`src/rtl/core/kvt_pkg.sv`:
```
// ----------------------------------------------------------------------------
// kvt_pkg
// Shared types and constants of the key/value pair tokenizer.
// ----------------------------------------------------------------------------
package kvt_pkg;

    localparam int KLEN_W = 6;

    localparam logic [1:0] KIND_KEY   = 2'd0;
    localparam logic [1:0] KIND_VALUE = 2'd1;
    localparam logic [1:0] KIND_END   = 2'd2;

    localparam logic [7:0] CH_EQ    = 8'h3D;
    localparam logic [7:0] CH_DQ    = 8'h22;
    localparam logic [7:0] CH_BS    = 8'h5C;
    localparam logic [7:0] CH_N     = 8'h6E;
    localparam logic [7:0] CH_R     = 8'h72;
    localparam logic [7:0] CH_SP    = 8'h20;
    localparam logic [7:0] CH_TAB   = 8'h09;
    localparam logic [7:0] CH_CR    = 8'h0D;
    localparam logic [7:0] CH_LF    = 8'h0A;

    typedef struct packed {
        logic              flush;
        logic [KLEN_W-1:0] klen;
        logic              has_val;
        logic [7:0]        val;
        logic              has_end;
    } cmd_t;

endpackage

```
`src/rtl/core/key_value_pair_tokenizer.sv`:
```
// ----------------------------------------------------------------------------
// key_value_pair_tokenizer
// Splits a character stream into key=value pairs with quoted and escaped
// values.
// ----------------------------------------------------------------------------
// The parser takes one character word per cycle while its four-entry command
// queue has room; it pauses before writing a new key only while an earlier
// key is still being replayed. The output sequencer handles each key byte as
// a registered key store read followed by a load of the output, a value byte
// as a queue pop followed by a load, and a pair end either as one more load
// after the last value byte or, when it arrives on its own, as a pop, an
// empty value slot and a load; any load waits while the output is stalled.
// Parsing stops after an empty key until the word marked last.
module key_value_pair_tokenizer #(
    parameter int KEY_LEN   = 32,
    parameter int VALUE_LEN = 256
) (
    input  logic       aclk,
    input  logic       aresetn,
    input  logic       s_tvalid,
    output logic       s_tready,
    input  logic [7:0] s_tdata,   // [7:0] ch
    input  logic       s_tlast,
    output logic       m_tvalid,
    input  logic       m_tready,
    output logic [7:0] m_tdata,   // [7:0] out_byte
    output logic [1:0] m_tuser,   // [1:0] out_kind
    output logic       m_tlast
);

    import kvt_pkg::*;

    localparam int QDEPTH = 4;
    localparam int KDEPTH = KEY_LEN - 1;
    localparam int KAW    = (KDEPTH > 1) ? $clog2(KDEPTH) : 1;

    cmd_t           push_cmd;
    cmd_t           pop_cmd;
    logic           push;
    logic           pop;
    logic           q_full;
    logic           q_empty;
    logic           flush_done;
    logic           key_we;
    logic [KAW-1:0] key_waddr;
    logic [7:0]     key_wdata;
    logic [KAW-1:0] key_raddr;
    logic [7:0]     key_rdata;

    kvt_front #(
        .KEY_LEN   (KEY_LEN),
        .VALUE_LEN (VALUE_LEN),
        .QDEPTH    (QDEPTH),
        .KAW       (KAW)
    ) u_front (
        .aclk       (aclk),
        .aresetn    (aresetn),
        .s_tvalid   (s_tvalid),
        .s_tready   (s_tready),
        .s_tdata    (s_tdata),
        .s_tlast    (s_tlast),
        .push       (push),
        .cmd        (push_cmd),
        .q_full     (q_full),
        .flush_done (flush_done),
        .key_we     (key_we),
        .key_waddr  (key_waddr),
        .key_wdata  (key_wdata)
    );

    kvt_ram #(
        .WIDTH (8),
        .DEPTH (KDEPTH),
        .AW    (KAW)
    ) u_key_store (
        .aclk  (aclk),
        .we    (key_we && s_tvalid && s_tready),
        .waddr (key_waddr),
        .wdata (key_wdata),
        .raddr (key_raddr),
        .rdata (key_rdata)
    );

    kvt_fifo #(
        .WIDTH ($bits(cmd_t)),
        .DEPTH (QDEPTH)
    ) u_queue (
        .aclk    (aclk),
        .aresetn (aresetn),
        .push    (push),
        .din     (push_cmd),
        .full    (q_full),
        .pop     (pop),
        .dout    (pop_cmd),
        .empty   (q_empty)
    );

    kvt_back #(
        .KAW (KAW)
    ) u_back (
        .aclk       (aclk),
        .aresetn    (aresetn),
        .cmd        (pop_cmd),
        .q_empty    (q_empty),
        .pop        (pop),
        .flush_done (flush_done),
        .key_raddr  (key_raddr),
        .key_rdata  (key_rdata),
        .m_tvalid   (m_tvalid),
        .m_tready   (m_tready),
        .m_tdata    (m_tdata),
        .m_tuser    (m_tuser),
        .m_tlast    (m_tlast)
    );

endmodule

```
`src/rtl/core/kvt_ram.sv`:
```
// ----------------------------------------------------------------------------
// kvt_ram
// Generic single-write, single-read RAM with a registered read port.
// ----------------------------------------------------------------------------
module kvt_ram #(
    parameter int WIDTH = 8,
    parameter int DEPTH = 31,
    parameter int AW    = (DEPTH > 1) ? $clog2(DEPTH) : 1
) (
    input  logic             aclk,
    input  logic             we,
    input  logic [AW-1:0]    waddr,
    input  logic [WIDTH-1:0] wdata,
    input  logic [AW-1:0]    raddr,
    output logic [WIDTH-1:0] rdata
);

    logic [WIDTH-1:0] mem [DEPTH];
    logic [WIDTH-1:0] rdata_reg;

    always_ff @(posedge aclk) begin
        if (we) begin
            mem[waddr] <= wdata;
        end
        rdata_reg <= mem[raddr];
    end

    assign rdata = rdata_reg;

endmodule

```
`src/rtl/core/kvt_fifo.sv`:
```
// ----------------------------------------------------------------------------
// kvt_fifo
// Small register queue between the parser and the output sequencer.
// ----------------------------------------------------------------------------
module kvt_fifo #(
    parameter int WIDTH = 8,
    parameter int DEPTH = 4
) (
    input  logic             aclk,
    input  logic             aresetn,
    input  logic             push,
    input  logic [WIDTH-1:0] din,
    output logic             full,
    input  logic             pop,
    output logic [WIDTH-1:0] dout,
    output logic             empty
);

    localparam int AW = $clog2(DEPTH);

    logic [WIDTH-1:0] mem [DEPTH];
    logic [AW-1:0]    wr_ptr_reg, wr_ptr_next;
    logic [AW-1:0]    rd_ptr_reg, rd_ptr_next;
    logic [AW:0]      count_reg, count_next;

    assign full  = (count_reg == (AW+1)'(DEPTH));
    assign empty = (count_reg == '0);
    assign dout  = mem[rd_ptr_reg];

    always_comb begin
        wr_ptr_next = push ? wr_ptr_reg + 1'b1 : wr_ptr_reg;
        rd_ptr_next = pop  ? rd_ptr_reg + 1'b1 : rd_ptr_reg;
        count_next  = count_reg + (AW+1)'(push) - (AW+1)'(pop);
    end

    always_ff @(posedge aclk) begin
        if (push) begin
            mem[wr_ptr_reg] <= din;
        end
    end

    always_ff @(posedge aclk) begin
        if (!aresetn) begin
            wr_ptr_reg <= '0;
            rd_ptr_reg <= '0;
            count_reg  <= '0;
        end else begin
            wr_ptr_reg <= wr_ptr_next;
            rd_ptr_reg <= rd_ptr_next;
            count_reg  <= count_next;
        end
    end

endmodule

```
`src/rtl/core/kvt_front.sv`:
```
// ----------------------------------------------------------------------------
// kvt_front
// Character parser: tracks the pair syntax, writes key bytes into the key
// store and queues one output command for each word that yields results.
// ----------------------------------------------------------------------------
module kvt_front #(
    parameter int KEY_LEN   = 32,
    parameter int VALUE_LEN = 256,
    parameter int QDEPTH    = 4,
    parameter int KAW       = 5
) (
    input  logic                aclk,
    input  logic                aresetn,
    input  logic                s_tvalid,
    output logic                s_tready,
    input  logic [7:0]          s_tdata,
    input  logic                s_tlast,
    output logic                push,
    output kvt_pkg::cmd_t       cmd,
    input  logic                q_full,
    input  logic                flush_done,
    output logic                key_we,
    output logic [KAW-1:0]      key_waddr,
    output logic [7:0]          key_wdata
);

    import kvt_pkg::*;

    localparam int KCW = $clog2(KEY_LEN);
    localparam int VCW = $clog2(VALUE_LEN);
    localparam int PW  = $clog2(QDEPTH + 1);

    localparam logic [2:0] PH_SKIP   = 3'd0;
    localparam logic [2:0] PH_KEY    = 3'd1;
    localparam logic [2:0] PH_KDROP  = 3'd2;
    localparam logic [2:0] PH_VSTART = 3'd3;
    localparam logic [2:0] PH_VALUE  = 3'd4;
    localparam logic [2:0] PH_ESC    = 3'd5;
    localparam logic [2:0] PH_QDROP  = 3'd6;
    localparam logic [2:0] PH_STOP   = 3'd7;

    localparam logic [2:0] PH_FIRST_KEY = (KEY_LEN - 1 <= 1) ? PH_KDROP : PH_KEY;

    logic [2:0]     phase_reg, phase_next;
    logic           quoted_reg, quoted_next;
    logic [KCW-1:0] kc_reg, kc_next;
    logic [VCW-1:0] vc_reg, vc_next;
    logic [PW-1:0]  pend_reg, pend_next;

    logic           accept;
    logic           key_wr_possible;
    logic           is_ws;
    logic           do_vchar;
    logic           do_vbyte;
    logic           term;
    logic           eff_q;
    logic [VCW-1:0] eff_vc;
    logic [VCW-1:0] vc_inc;
    logic [KCW-1:0] kc_inc;
    logic [7:0]     vbyte;
    cmd_t           cmd_c;

    assign key_wr_possible = (phase_reg == PH_SKIP) || (phase_reg == PH_KEY) ||
                             ((phase_reg == PH_VALUE) && quoted_reg && (vc_reg == '0));
    assign s_tready = !q_full && !(key_wr_possible && (pend_reg != '0));
    assign accept   = s_tvalid && s_tready;
    assign is_ws    = (s_tdata == CH_SP) || ((s_tdata >= CH_TAB) && (s_tdata <= CH_CR));
    assign kc_inc   = kc_reg + 1'b1;
    assign key_wdata = s_tdata;

    always_comb begin
        phase_next  = phase_reg;
        quoted_next = quoted_reg;
        kc_next     = kc_reg;
        vc_next     = vc_reg;
        cmd_c       = '0;
        key_we      = 1'b0;
        key_waddr   = kc_reg[KAW-1:0];
        do_vchar    = 1'b0;
        do_vbyte    = 1'b0;
        term        = 1'b0;
        vbyte       = s_tdata;
        eff_q       = quoted_reg;
        eff_vc      = vc_reg;
        vc_inc      = '0;

        case (phase_reg)
            PH_SKIP: begin
                if (!is_ws) begin
                    if (s_tdata == CH_EQ) begin
                        phase_next = PH_STOP;
                    end else begin
                        key_we     = 1'b1;
                        key_waddr  = '0;
                        kc_next    = KCW'(1);
                        vc_next    = '0;
                        phase_next = PH_FIRST_KEY;
                    end
                end
            end
            PH_KEY: begin
                if (s_tdata == CH_EQ) begin
                    phase_next = PH_VSTART;
                end else begin
                    key_we  = 1'b1;
                    kc_next = kc_inc;
                    if (kc_inc >= KCW'(KEY_LEN - 1)) begin
                        phase_next = PH_KDROP;
                    end
                end
            end
            PH_KDROP: begin
                phase_next = PH_VSTART;
            end
            PH_VSTART: begin
                vc_next    = '0;
                phase_next = PH_VALUE;
                if (s_tdata == CH_DQ) begin
                    quoted_next = 1'b1;
                end else begin
                    quoted_next = 1'b0;
                    eff_q       = 1'b0;
                    eff_vc      = '0;
                    do_vchar    = 1'b1;
                end
            end
            PH_VALUE: begin
                do_vchar = 1'b1;
            end
            PH_ESC: begin
                do_vbyte = 1'b1;
                if (s_tdata == CH_N) begin
                    vbyte = CH_LF;
                end else if (s_tdata == CH_R) begin
                    vbyte = CH_CR;
                end
            end
            PH_QDROP: begin
                phase_next = PH_SKIP;
            end
            default: begin
            end
        endcase

        if (do_vchar) begin
            term = eff_q ? (s_tdata == CH_DQ) : (s_tdata == CH_SP);
            if (term) begin
                if (eff_vc == '0) begin
                    phase_next = PH_SKIP;
                    if (eff_q) begin
                        key_we     = 1'b1;
                        key_waddr  = '0;
                        kc_next    = KCW'(1);
                        vc_next    = '0;
                        phase_next = PH_FIRST_KEY;
                    end
                end else begin
                    cmd_c.has_end = 1'b1;
                    vc_next       = '0;
                    kc_next       = '0;
                    phase_next    = PH_SKIP;
                end
            end else if (s_tdata == CH_BS) begin
                phase_next = PH_ESC;
            end else begin
                do_vbyte = 1'b1;
            end
        end

        if (do_vbyte) begin
            cmd_c.flush   = (eff_vc == '0);
            cmd_c.klen    = KLEN_W'(kc_reg);
            cmd_c.has_val = 1'b1;
            cmd_c.val     = vbyte;
            vc_inc        = eff_vc + 1'b1;
            if (vc_inc == VCW'(VALUE_LEN - 1)) begin
                cmd_c.has_end = 1'b1;
                vc_next       = '0;
                kc_next       = '0;
                phase_next    = eff_q ? PH_QDROP : PH_SKIP;
            end else begin
                vc_next    = vc_inc;
                phase_next = PH_VALUE;
            end
        end

        if (s_tlast) begin
            if (((phase_next == PH_VALUE) || (phase_next == PH_ESC)) && (vc_next != '0)) begin
                cmd_c.has_end = 1'b1;
            end
            phase_next  = PH_SKIP;
            quoted_next = 1'b0;
            kc_next     = '0;
            vc_next     = '0;
        end
    end

    assign cmd       = cmd_c;
    assign push      = accept && (cmd_c.has_val || cmd_c.has_end);
    assign pend_next = pend_reg + PW'(push && cmd_c.flush) - PW'(flush_done);

    always_ff @(posedge aclk) begin
        if (!aresetn) begin
            phase_reg  <= PH_SKIP;
            quoted_reg <= 1'b0;
            kc_reg     <= '0;
            vc_reg     <= '0;
            pend_reg   <= '0;
        end else begin
            pend_reg <= pend_next;
            if (accept) begin
                phase_reg  <= phase_next;
                quoted_reg <= quoted_next;
                kc_reg     <= kc_next;
                vc_reg     <= vc_next;
            end
        end
    end

`ifndef NO_ASSERTIONS
    a_no_key_write_during_flush: assert property (@(posedge aclk) disable iff (!aresetn)
        (accept && key_we) |-> (pend_reg == '0))
        else $error("Key store written while a key flush is pending.");

    a_no_push_when_full: assert property (@(posedge aclk) disable iff (!aresetn)
        push |-> !q_full)
        else $error("Command pushed into a full queue.");

    a_pending_bounded: assert property (@(posedge aclk) disable iff (!aresetn)
        pend_reg <= PW'(QDEPTH))
        else $error("Pending flush count exceeds the queue depth.");

    a_flush_done_has_pending: assert property (@(posedge aclk) disable iff (!aresetn)
        flush_done |-> (pend_reg != '0))
        else $error("Flush finished with no flush pending.");
`endif

endmodule

```
`src/rtl/core/kvt_back.sv`:
```
// ----------------------------------------------------------------------------
// kvt_back
// Output sequencer: pops commands, replays the stored key from the key
// store for a command that opens a value, then sends the value byte and the
// pair end, where the command holds them, through the output register.
// ----------------------------------------------------------------------------
module kvt_back #(
    parameter int KAW = 5
) (
    input  logic                aclk,
    input  logic                aresetn,
    input  kvt_pkg::cmd_t       cmd,
    input  logic                q_empty,
    output logic                pop,
    output logic                flush_done,
    output logic [KAW-1:0]      key_raddr,
    input  logic [7:0]          key_rdata,
    output logic                m_tvalid,
    input  logic                m_tready,
    output logic [7:0]          m_tdata,
    output logic [1:0]          m_tuser,
    output logic                m_tlast
);

    import kvt_pkg::*;

    localparam logic [2:0] B_IDLE  = 3'd0;
    localparam logic [2:0] B_KREAD = 3'd1;
    localparam logic [2:0] B_KOUT  = 3'd2;
    localparam logic [2:0] B_VAL   = 3'd3;
    localparam logic [2:0] B_END   = 3'd4;

    logic [2:0]        state_reg, state_next;
    cmd_t              cur_reg, cur_next;
    logic [KLEN_W-1:0] idx_reg, idx_next;
    logic [KLEN_W-1:0] idx_inc;
    logic              m_tvalid_reg, m_tvalid_next;
    logic [7:0]        byte_reg, byte_next;
    logic [1:0]        kind_reg, kind_next;
    logic              last_reg, last_next;
    logic              out_free;
    logic              load;

    assign out_free  = !m_tvalid_reg || m_tready;
    assign idx_inc   = idx_reg + 1'b1;
    assign key_raddr = idx_reg[KAW-1:0];

    always_comb begin
        state_next = state_reg;
        cur_next   = cur_reg;
        idx_next   = idx_reg;
        pop        = 1'b0;
        flush_done = 1'b0;
        load       = 1'b0;
        byte_next  = byte_reg;
        kind_next  = kind_reg;
        last_next  = last_reg;

        case (state_reg)
            B_IDLE: begin
                if (!q_empty) begin
                    pop        = 1'b1;
                    cur_next   = cmd;
                    idx_next   = '0;
                    state_next = (cmd.flush && (cmd.klen != '0)) ? B_KREAD : B_VAL;
                end
            end
            B_KREAD: begin
                state_next = B_KOUT;
            end
            B_KOUT: begin
                if (out_free) begin
                    load      = 1'b1;
                    byte_next = key_rdata;
                    kind_next = KIND_KEY;
                    last_next = 1'b0;
                    idx_next  = idx_inc;
                    if (idx_inc == cur_reg.klen) begin
                        flush_done = 1'b1;
                        state_next = B_VAL;
                    end else begin
                        state_next = B_KREAD;
                    end
                end
            end
            B_VAL: begin
                if (!cur_reg.has_val) begin
                    state_next = B_END;
                end else if (out_free) begin
                    load       = 1'b1;
                    byte_next  = cur_reg.val;
                    kind_next  = KIND_VALUE;
                    last_next  = !cur_reg.has_end;
                    state_next = cur_reg.has_end ? B_END : B_IDLE;
                end
            end
            B_END: begin
                if (out_free) begin
                    load       = 1'b1;
                    byte_next  = '0;
                    kind_next  = KIND_END;
                    last_next  = 1'b1;
                    state_next = B_IDLE;
                end
            end
            default: begin
                state_next = B_IDLE;
            end
        endcase

        if (load) begin
            m_tvalid_next = 1'b1;
        end else if (m_tready) begin
            m_tvalid_next = 1'b0;
        end else begin
            m_tvalid_next = m_tvalid_reg;
        end
    end

    always_ff @(posedge aclk) begin
        cur_reg  <= cur_next;
        byte_reg <= byte_next;
        kind_reg <= kind_next;
        last_reg <= last_next;
        if (!aresetn) begin
            state_reg    <= B_IDLE;
            idx_reg      <= '0;
            m_tvalid_reg <= 1'b0;
        end else begin
            state_reg    <= state_next;
            idx_reg      <= idx_next;
            m_tvalid_reg <= m_tvalid_next;
        end
    end

    assign m_tvalid = m_tvalid_reg;
    assign m_tdata  = byte_reg;
    assign m_tuser  = kind_reg;
    assign m_tlast  = last_reg;

endmodule
```
`config.mk`:
```
export PLATFORM = sky130hd
export DESIGN_NAME = key_value_pair_tokenizer
export DESIGN_NICKNAME = d
export VERILOG_FILES = /design/src/rtl/core/kvt_pkg.sv /design/src/rtl/core/key_value_pair_tokenizer.sv /design/src/rtl/core/kvt_ram.sv /design/src/rtl/core/kvt_fifo.sv /design/src/rtl/core/kvt_front.sv /design/src/rtl/core/kvt_back.sv
export SDC_FILE = /design/constraint.sdc
export NUM_CORES = 1
export LEC_CHECK = 0
export ABC_AREA = 1
export BUFFER_PORTS_ARGS = -buffer_cell sky130_fd_sc_hd__buf_2
export CAP_MARGIN = 5
export CORE_MARGIN = 8
export CORE_UTILIZATION = 44
export DETAILED_ROUTE_END_ITERATION = 7
export SLEW_MARGIN = 20
export SYNTH_ARGS = -nofsm -noshare
export SYNTH_HDL_FRONTEND = slang
export SYNTH_SLANG_ARGS = --single-unit
```
`constraint.sdc`:
```
create_clock -name aclk -period 3.5 [get_ports aclk]
set_input_delay 0.525 -clock aclk [delete_from_list [all_inputs] [get_ports aclk]]
set_output_delay 0.525 -clock aclk [all_outputs]
set_load 0.005 [all_outputs]
```
==> impl_metrics.sql, run 1 <==
INSERT INTO impl_metrics (metric_group, metric, value, unit) VALUES
('global_routing', 'grt_pass1_vias', '11300', ''),
('drt', 'final_antenna_net_count', '0', ''),
('hold_path', 'worst_hold_path_type', 'in -> reg', ''),
('floorplanning', 'io_pins', '26', ''),
('clock_tree', 'clkLatencyLatePin', '0.54', 'ns'),
('drt', 'routed_via_density', '5.49', ''),
('clock_tree', 'cts_inserted_buffers', '41', ''),
('logic_synthesis', 'synth_cells', '1501', ''),
('final_layout', 'layout.nets', '1669', ''),
('final_layout', 'syn2layout_area_growth', '18.3', '%'),
('timing', 'post-route-period-util', '95.3', '%'),
('clock_tree', 'cts_hold_buf', '0', ''),
('power', 'power_switching_share', '28.6', '%'),
('global_routing', 'grt_first_pass_wirelength', '64.7', 'mm'),
('power', 'vdd_drop_max', '0.000365', 'V'),
('place', 'dp_hpwl', '26.4', 'mm'),
('place', 'io_buffers', '25', ''),
('place', 'dpl_cell_area', '0.0180', 'mm²'),
('setup_path', 'crit_path_start_kind', 'flip-flop', ''),
('setup_path', 'crit_path_max_fanout', '6', ''),
('setup_path', 'cp-end-kind', 'flip-flop', ''),
('final_layout', 'largest_register_ffs', '248', ''),
('clock_tree', 'path_clk_slew', '0.06', 'ns'),
('timing', 'report.final.slew_viol_count', '0', ''),
('logic_synthesis', 'synth-async-reset-ratio', '0', '%'),
('clock_tree', 'clock-sinks', '385', ''),
('drt', 'drt-total-wl', '41.7', 'mm'),
('timing', 'measured_slew_at_the_worst_slew_check_pin', '0.920', 'ns'),
('floorplanning', 'fp.dieH', '209', 'µm'),
('timing', 'setup-violations-final', '0', ''),
('floorplanning', 'die-area', '0.0437', 'mm²'),
('timing', 'maxClockFrequency', '300', 'MHz'),
('drt', 'drtPass1Iterations', '5', ''),
('clock_tree', 'cts_tree', 'yes', ''),
('power', 'power_switching', '3430', 'µW'),
('flow_run', 'max_cap_violations', '0', ''),
('drt', 'routed_wire_length_per_instance', '19.5', 'µm'),
('setup_path', 'crit_type', 'reg -> reg', ''),
('logic_synthesis', 'synth.yosys.warnings', '0', ''),
('clock_tree', 'cts_buffer_depth', '3', ''),
('drt', 'num_vias', '11700', ''),
('logic_synthesis', 'synth_seq_area_share', '67.6', '%'),
('global_routing', 'groute.usage.overall', '18.8', '%'),
('global_routing', 'antenna_found_initial', '0', ''),
('drt', 'remaining_drc_errors', '0', ''),
('logic_synthesis', 'syn_avg_cell_area', '10.9', 'µm²'),
('logic_synthesis', 'ys.flop_type', 'edfxtp_1', ''),
('floorplanning', 'initial_utilization', '44.7', '%'),
('final_layout', 'postLayoutCellArea', '0.0194', 'mm²'),
('timing', 'final_hold_viol_count', '0', ''),
('drt', 'detailedRoute.firstIterationViolations', '1002', ''),
('timing', 'hold_ws', '0.363', 'ns'),
('logic_synthesis', 'mappedNetlistNets', '1532', ''),
('logic_synthesis', 'post_synth_num_cell_types', '45', ''),
('logic_synthesis', 'synth.ff_latch_count', '385', ''),
('logic_synthesis', 'count_of_flip_flops_with_a_built_in_enable_after_synthesis', '338', ''),
('setup_path', 'cp.arrival', '3.80', 'ns'),
('floorplanning', 'placement_row_count', '70', ''),
('power', 'combinational_share_of_power', '18.6', '%'),
('floorplanning', 'fp.coreArea', '0.0367', 'mm²'),
('power', 'sequentialPowerShare', '45.9', '%'),
('power', 'internal_power', '8550', 'µW'),
('final_layout', 'diodes', '0', ''),
('logic_synthesis', 'post_synth_instance_area', '0.0164', 'mm²'),
('power', 'power_density', '617', 'mW/mm²'),
('run_status', 'outcome', 'completed', ''),
('timing', 'final.min_clock_period', '3.34', 'ns'),
('place', 'gp_routability_congestion', '0.880', ''),
('global_routing', 'globalRouteOverflowTotal', '0', ''),
('timing', 'rsz0062_at_grt', 'true', ''),
('floorplanning', 'fp.dieW', '209', 'µm'),
('final_layout', 'drive_above_1_share', '16.9', '%'),
('timing', 'finClkSkew', '0.0166', 'ns'),
('clock_tree', 'cts-htree-levels', '2', ''),
('final_layout', 'fill_cells', '3142', ''),
('clock_tree', 'cts-root-buf', 'clkbuf_16', ''),
('power', 'share_clk_of_total_power', '35.5', '%'),
('setup_path', 'cp_data_required_time', '3.97', 'ns'),
('power', 'total_leakage_power', '0.00714', 'µW'),
('global_routing', 'maximum_number_of_pins_on_one_net_before_global_route_repair', '104', ''),
('timing', 'slew_headroom', '38.4', '%'),
('setup_path', 'reg2reg_setup_slack', '0.16', 'ns');
## critical path, stage by stage (launching register included)
cell and delay (ns):
dfxtp_2 0.33, inv_2 0.04, nor3_4 0.23, nand2_4 0.07, inv_2 0.08, nor2_2 0.04
ha_2 0.20, nand3_2 0.10, nand3_2 0.10, nor2_1 0.11, nand2_1 0.10, nor2_4 0.14
nand3_4 0.14, a21oi_2 0.19, nand2_1 0.09, nor2_1 0.10, nand2_1 0.08, nand2_2 0.09
nand3_4 0.07, nand2_2 0.07, inv_1 0.05, ha_1 0.18, inv_1 0.08, fa_2 0.22
xor2_2 0.16, o21ai_1 0.09, a21oi_1 0.12
## final cells by class
type	instances	area, µm²	share of cell area, %
Clock inverter	21	193	0.993
Clock buffer	55	1130	5.83
Sequential cell	385	11100	57.2
Multi-Input combinational cell	939	4760	24.5
Tap cell	468	586	3.02
Inverter	108	408	2.10
Timing Repair Buffer	163	1240	6.37
## placed cells by master, fill, tap and decap left out, drive strengths merged, types with 7 or more instances in the layout
cell type | Yosys | layout
nand2 | 214 | 214
xor2 | 9 | 9
ha | 16 | 16
o211ai | 7 | 7
clkbuf | 62 | 55
dfxtp | 47 | 47
o21ai | 174 | 174
nor3 | 13 | 13
buf | 7 | 163
a21oi | 79 | 79
nand3 | 56 | 56
o22ai | 69 | 69
clkinv | 4 | 15
o221ai | 8 | 8
a221oi | 8 | 8
nor2 | 247 | 247
nand4 | 13 | 13
inv | 104 | 108
edfxtp | 338 | 338
## timing repair
item | CTS | global route
setup buffers | 1 | 0
pin swaps | 1 | 8
setup endpoints to repair | 1 | 43
gates resized for setup | 1 | 32
endpoints found under the hold margin | 0 | 0
## layer usage
| layer | routed length, µm | track usage, % |
|---|---|---|
| met4 | 1430 | 6.88 |
| met3 | 2530 | 2.66 |
| met2 | 19800 | 31.0 |
| met1 | 17900 | 25.1 |
| met5 | 0 | 0 |
## per-stage QoR
step	TNS (ns)	std cells	utilization, %	power (µW)	setup WS, ns
final	0	2139	52.9	12000	0.164
after global routing	-0.182	2139	52.9	12500	-0.0993
after detailed placement	-26.92	2062	49.0	7800	-0.480
after floorplan	-1.25	1501	-	6910	-0.0195
after global placement	-13.78	2062	49.0	7750	-0.364
after CTS	0	2139	52.6	12000	0.0205
## final timing paths
kind | from | end | cells past startpoint
worst max-delay path | u_front.phase_reg[0] | u_queue.count_reg[2] | 26
worst min-delay path | m_tready | u_back.state_reg[2] | 4
worst max register to register | u_front.phase_reg[0] | u_queue.count_reg[2] | 26
worst min register to register | u_queue.rd_ptr_reg[1] | flip-flop | 2
## power by group through the flow
| stage | clock (µW) | combinational [µW] | sequential (µW) |
|---|---|---|---|
| finish | 4250 | 2230 | 5500 |
| CTS | 4320 | 2210 | 5500 |
| global placement | 0 | 2170 | 5590 |
| detailed placement | 0 | 2200 | 5600 |
| floorplan | 0 | 1370 | 5540 |
| global route | 4520 | 2480 | 5530 |
## kinds of logic after synthesis
kind of cell / share of synthesized area (%)
AOI/OAI and AO/OA: 12.1
adders and majority gates: 1.46
xor gates and xnor gates: 0.587
and+or+nand+nor: 14.1
DFF: 67.6
buffers and inverters: 4.16
## cells in the mapped netlist (3+ instances only)
library cell	number	area share, %
a21oi_1	79	2.4
a221oi_1	8	0.43
a31oi_1	4	0.15
buf_1	3	0.069
clkbuf_1	62	1.4
clkinv_1	4	0.091
dfxtp_1	47	5.7
edfxtp_1	338	62
ha_1	16	1.2
inv_1	98	2.2
inv_2	5	0.11
nand2_1	207	4.7
nand2_2	5	0.19
nand3_1	51	1.6
nand3_2	4	0.24
nand3b_1	4	0.18
nand4_1	13	0.50
nor2_1	243	5.6
nor2_2	3	0.11
nor3_1	12	0.37
o211ai_1	7	0.32
o21ai_0	174	5.3
o221ai_1	8	0.43
o22ai_1	69	2.6
or2_2	3	0.11
xor2_1	9	0.48
(Power assumes the default switching activity.)
==> run 2, diff against run 1 <==
PLACE_DENSITY = 0.65   (was default)
==> run 2 against run 1 <==
Flip-flop and latch count stayed put. Core utilization fell by 0.15 points. First-iteration DRC count fell by 7.3%. Largest power group unchanged.
==> impl_metrics.sql, run 2 (synthesis results as in run 1) <==
INSERT INTO impl_metrics (metric_group, metric, value, unit) VALUES
('setup_path', 'total_buffers_and_inverters_traversed_by_the_critical_path', '4', ''),
('timing', 'setup-violations-final', '0', ''),
('drt', 'detailedRoute.firstIterationViolations', '929', ''),
('global_routing', 'grt_pass1_vias', '11500', ''),
('place', 'placement.setup.worst_slack', '-0.403', 'ns'),
('global_routing', 'grt_first_pass_wirelength', '64.7', 'mm'),
('global_routing', 'globalRouteOverflowTotal', '0', ''),
('timing', 'maxClockFrequency', '296', 'MHz'),
('drt', 'remaining_drc_errors', '0', ''),
('timing', 'slew_headroom', '22.5', '%'),
('timing', 'report.final.slew_viol_count', '0', ''),
('final_layout', 'final_cell_mix', 'edfxtp_1, nor2_1, nand2_1', ''),
('power', 'combinational_share_of_power', '17.0', '%'),
('place', 'dp_hpwl', '26.7', 'mm'),
('setup_path', 'crit_path_max_fanout', '6', ''),
('clock_tree', 'cts_buffer_depth', '3', ''),
('place', 'gp_routability_congestion', '0.890', ''),
('floorplanning', 'io_pins', '26', ''),
('global_routing', 'antenna_found_initial', '0', ''),
('drt', 'drtPass1Iterations', '5', ''),
('flow_run', 'max_cap_violations', '0', ''),
('final_layout', 'largest_register_ffs', '248', ''),
('final_layout', 'drive_above_1_share', '16.8', '%'),
('floorplanning', 'initial_utilization', '44.7', '%'),
('clock_tree', 'path_clk_slew', '0.06', 'ns'),
('power', 'power_density', '593', 'mW/mm²'),
('floorplanning', 'fp.dieW', '209', 'µm'),
('setup_path', 'crit_path_start', 'u_front.phase_reg[0]', ''),
('power', 'internal_power', '8280', 'µW'),
('power', 'total_leakage_power', '0.00714', 'µW'),
('power', 'power_switching', '3210', 'µW'),
('timing', 'rsz0062_at_grt', 'true', ''),
('power', 'power_switching_share', '27.9', '%'),
('final_layout', 'syn2layout_area_growth', '18.0', '%'),
('floorplanning', 'die-area', '0.0437', 'mm²'),
('run_status', 'outcome', 'completed', ''),
('power', 'vdd_drop_max', '0.000278', 'V'),
('setup_path', 'cp_data_required_time', '3.95', 'ns'),
('clock_tree', 'cts_tree', 'yes', ''),
('clock_tree', 'cts_hold_buf', '0', ''),
('global_routing', 'maximum_number_of_pins_on_one_net_before_global_route_repair', '116', ''),
('drt', 'routed_wire_length_per_instance', '19.5', 'µm'),
('global_routing', 'groute.usage.overall', '18.7', '%'),
('clock_tree', 'cts_inserted_buffers', '41', ''),
('setup_path', 'critPathTopFamily', 'simple AND/OR/NAND/NOR gates', ''),
('timing', 'setup_slack', '0.121', 'ns'),
('timing', 'final_hold_viol_count', '0', ''),
('floorplanning', 'fp.dieH', '209', 'µm'),
('timing', 'final.min_clock_period', '3.38', 'ns'),
('floorplanning', 'fp.coreArea', '0.0367', 'mm²'),
('timing', 'post-route-period-util', '96.6', '%'),
('drt', 'routed_via_density', '5.43', ''),
('place', 'place.detailed.instances', '2062', ''),
('floorplanning', 'placement_row_count', '70', ''),
('setup_path', 'crit_path_top_delay_cell', 'dfxtp_2', ''),
('setup_path', 'crit_path_start_kind', 'flip-flop', ''),
('final_layout', 'mostFrequentLayoutCell', 'edfxtp_1', ''),
('drt', 'num_vias', '11600', ''),
('clock_tree', 'clkLatencyLatePin', '0.54', 'ns'),
('clock_tree', 'cts-root-buf', 'clkbuf_16', ''),
('power', 'share_clk_of_total_power', '35.6', '%'),
('setup_path', 'worst_path_most_repeated_cell', 'nand2_1', ''),
('timing', 'hold_ws', '0.324', 'ns'),
('setup_path', 'cp.arrival', '3.83', 'ns'),
('final_layout', 'fin_cells', '2139', ''),
('drt', 'drt-total-wl', '41.7', 'mm'),
('place', 'io_buffers', '25', ''),
('drt', 'final_antenna_net_count', '0', ''),
('clock_tree', 'clock-sinks', '385', ''),
('clock_tree', 'cts-htree-levels', '2', ''),
('setup_path', 'crit_type', 'reg -> reg', ''),
('setup_path', 'cp-end-kind', 'flip-flop', ''),
('hold_path', 'worst_hold_path_type', 'in -> reg', ''),
('final_layout', 'layout.nets', '1671', ''),
('setup_path', 'reg2reg_from', 'u_front.phase_reg[0]', ''),
('timing', 'measured_slew_at_the_worst_slew_check_pin', '1.16', 'ns'),
('timing', 'finClkSkew', '0.0235', 'ns'),
('setup_path', 'cp_slowest_stage_delay', '0.33', 'ns'),
('power', 'sequentialPowerShare', '47.4', '%'),
('hold_path', 'holdCritStartpoint', 's_tdata[5]', ''),
('final_layout', 'diodes', '0', '');
## run 2: cell count changes in the layout (fill, tap and decap cells not counted), sizes merged
cell / before / now
clkbuf: 55 / 56
inv: 108 / 106
buf: 163 / 164
clkinvlp: 3 / 0
bufinv: 3 / 1
clkinv: 15 / 20
## run 2: per-layer routing
layer	vias up	wire, µm	global-route usage, %
li1	5612	-	-
met1	5614	18200	24.3
met2	315	20200	32.0
met3	72	2070	2.36
met4	0	1200	6.42
met5	-	0	0
## run 2: final timing paths
kind | slack (ns) | depth (start not counted) | to
max | 0.12 | 26 | u_queue.count_reg[2]
max reg2reg | 0.12 | 26 | u_queue.count_reg[2]
min reg2reg | 0.47 | 2 | flip-flop
min | 0.32 | 1 | u_key_store.mem[8][5]
## run 2: worst register-to-register path: cells and delay by family (launching register included)
| family | cells | cell delay [ns] |
|---|---|---|
| buf+inv | 4 | 0.22 |
| compound gates | 3 | 0.43 |
| flops | 1 | 0.33 |
| xor+xnor | 1 | 0.17 |
| fa+ha+maj | 3 | 0.60 |
| simple gates | 15 | 1.56 |
## run 2: layout make-up
| cell class | instances | area, µm² |
|---|---|---|
| clock buffers | 55 | 1140 |
| multi-input cells | 939 | 4750 |
| clock inverters | 19 | 125 |
| well taps | 468 | 586 |
| repair buffers | 165 | 1250 |
| fillers | 3106 | 17300 |
| inverters | 108 | 410 |
| flip-flops and latches | 385 | 11100 |
## run 2: per-stage QoR
stage,TNS (ns),total power [µW],utilization [%],cell area (µm²)
global route,-0.243,12000,52.8,19400
detailed placement,-4.84,7470,49.0,18000
finish,0,11500,52.8,19400
global placement,-2.06,7410,49.0,18000
CTS,0,11500,52.4,19200
floorplan,-1.25,6910,-,16400
## run 2: what timing repair did
item	CTS	global route
buffers inserted	1	2
endpoints found under the setup margin	1	6
pin swaps	2	12
gates cloned	0	0
gates resized for setup	3	30
## run 2: power groups by stage
stage,clock [µW],sequential [µW],combinational (µW)
final,4090,5450,1950
after global routing,4330,5470,2160
after CTS,4150,5450,1940
after detailed placement,0,5540,1930
after global placement,0,5530,1880
after floorplan,0,5540,1370
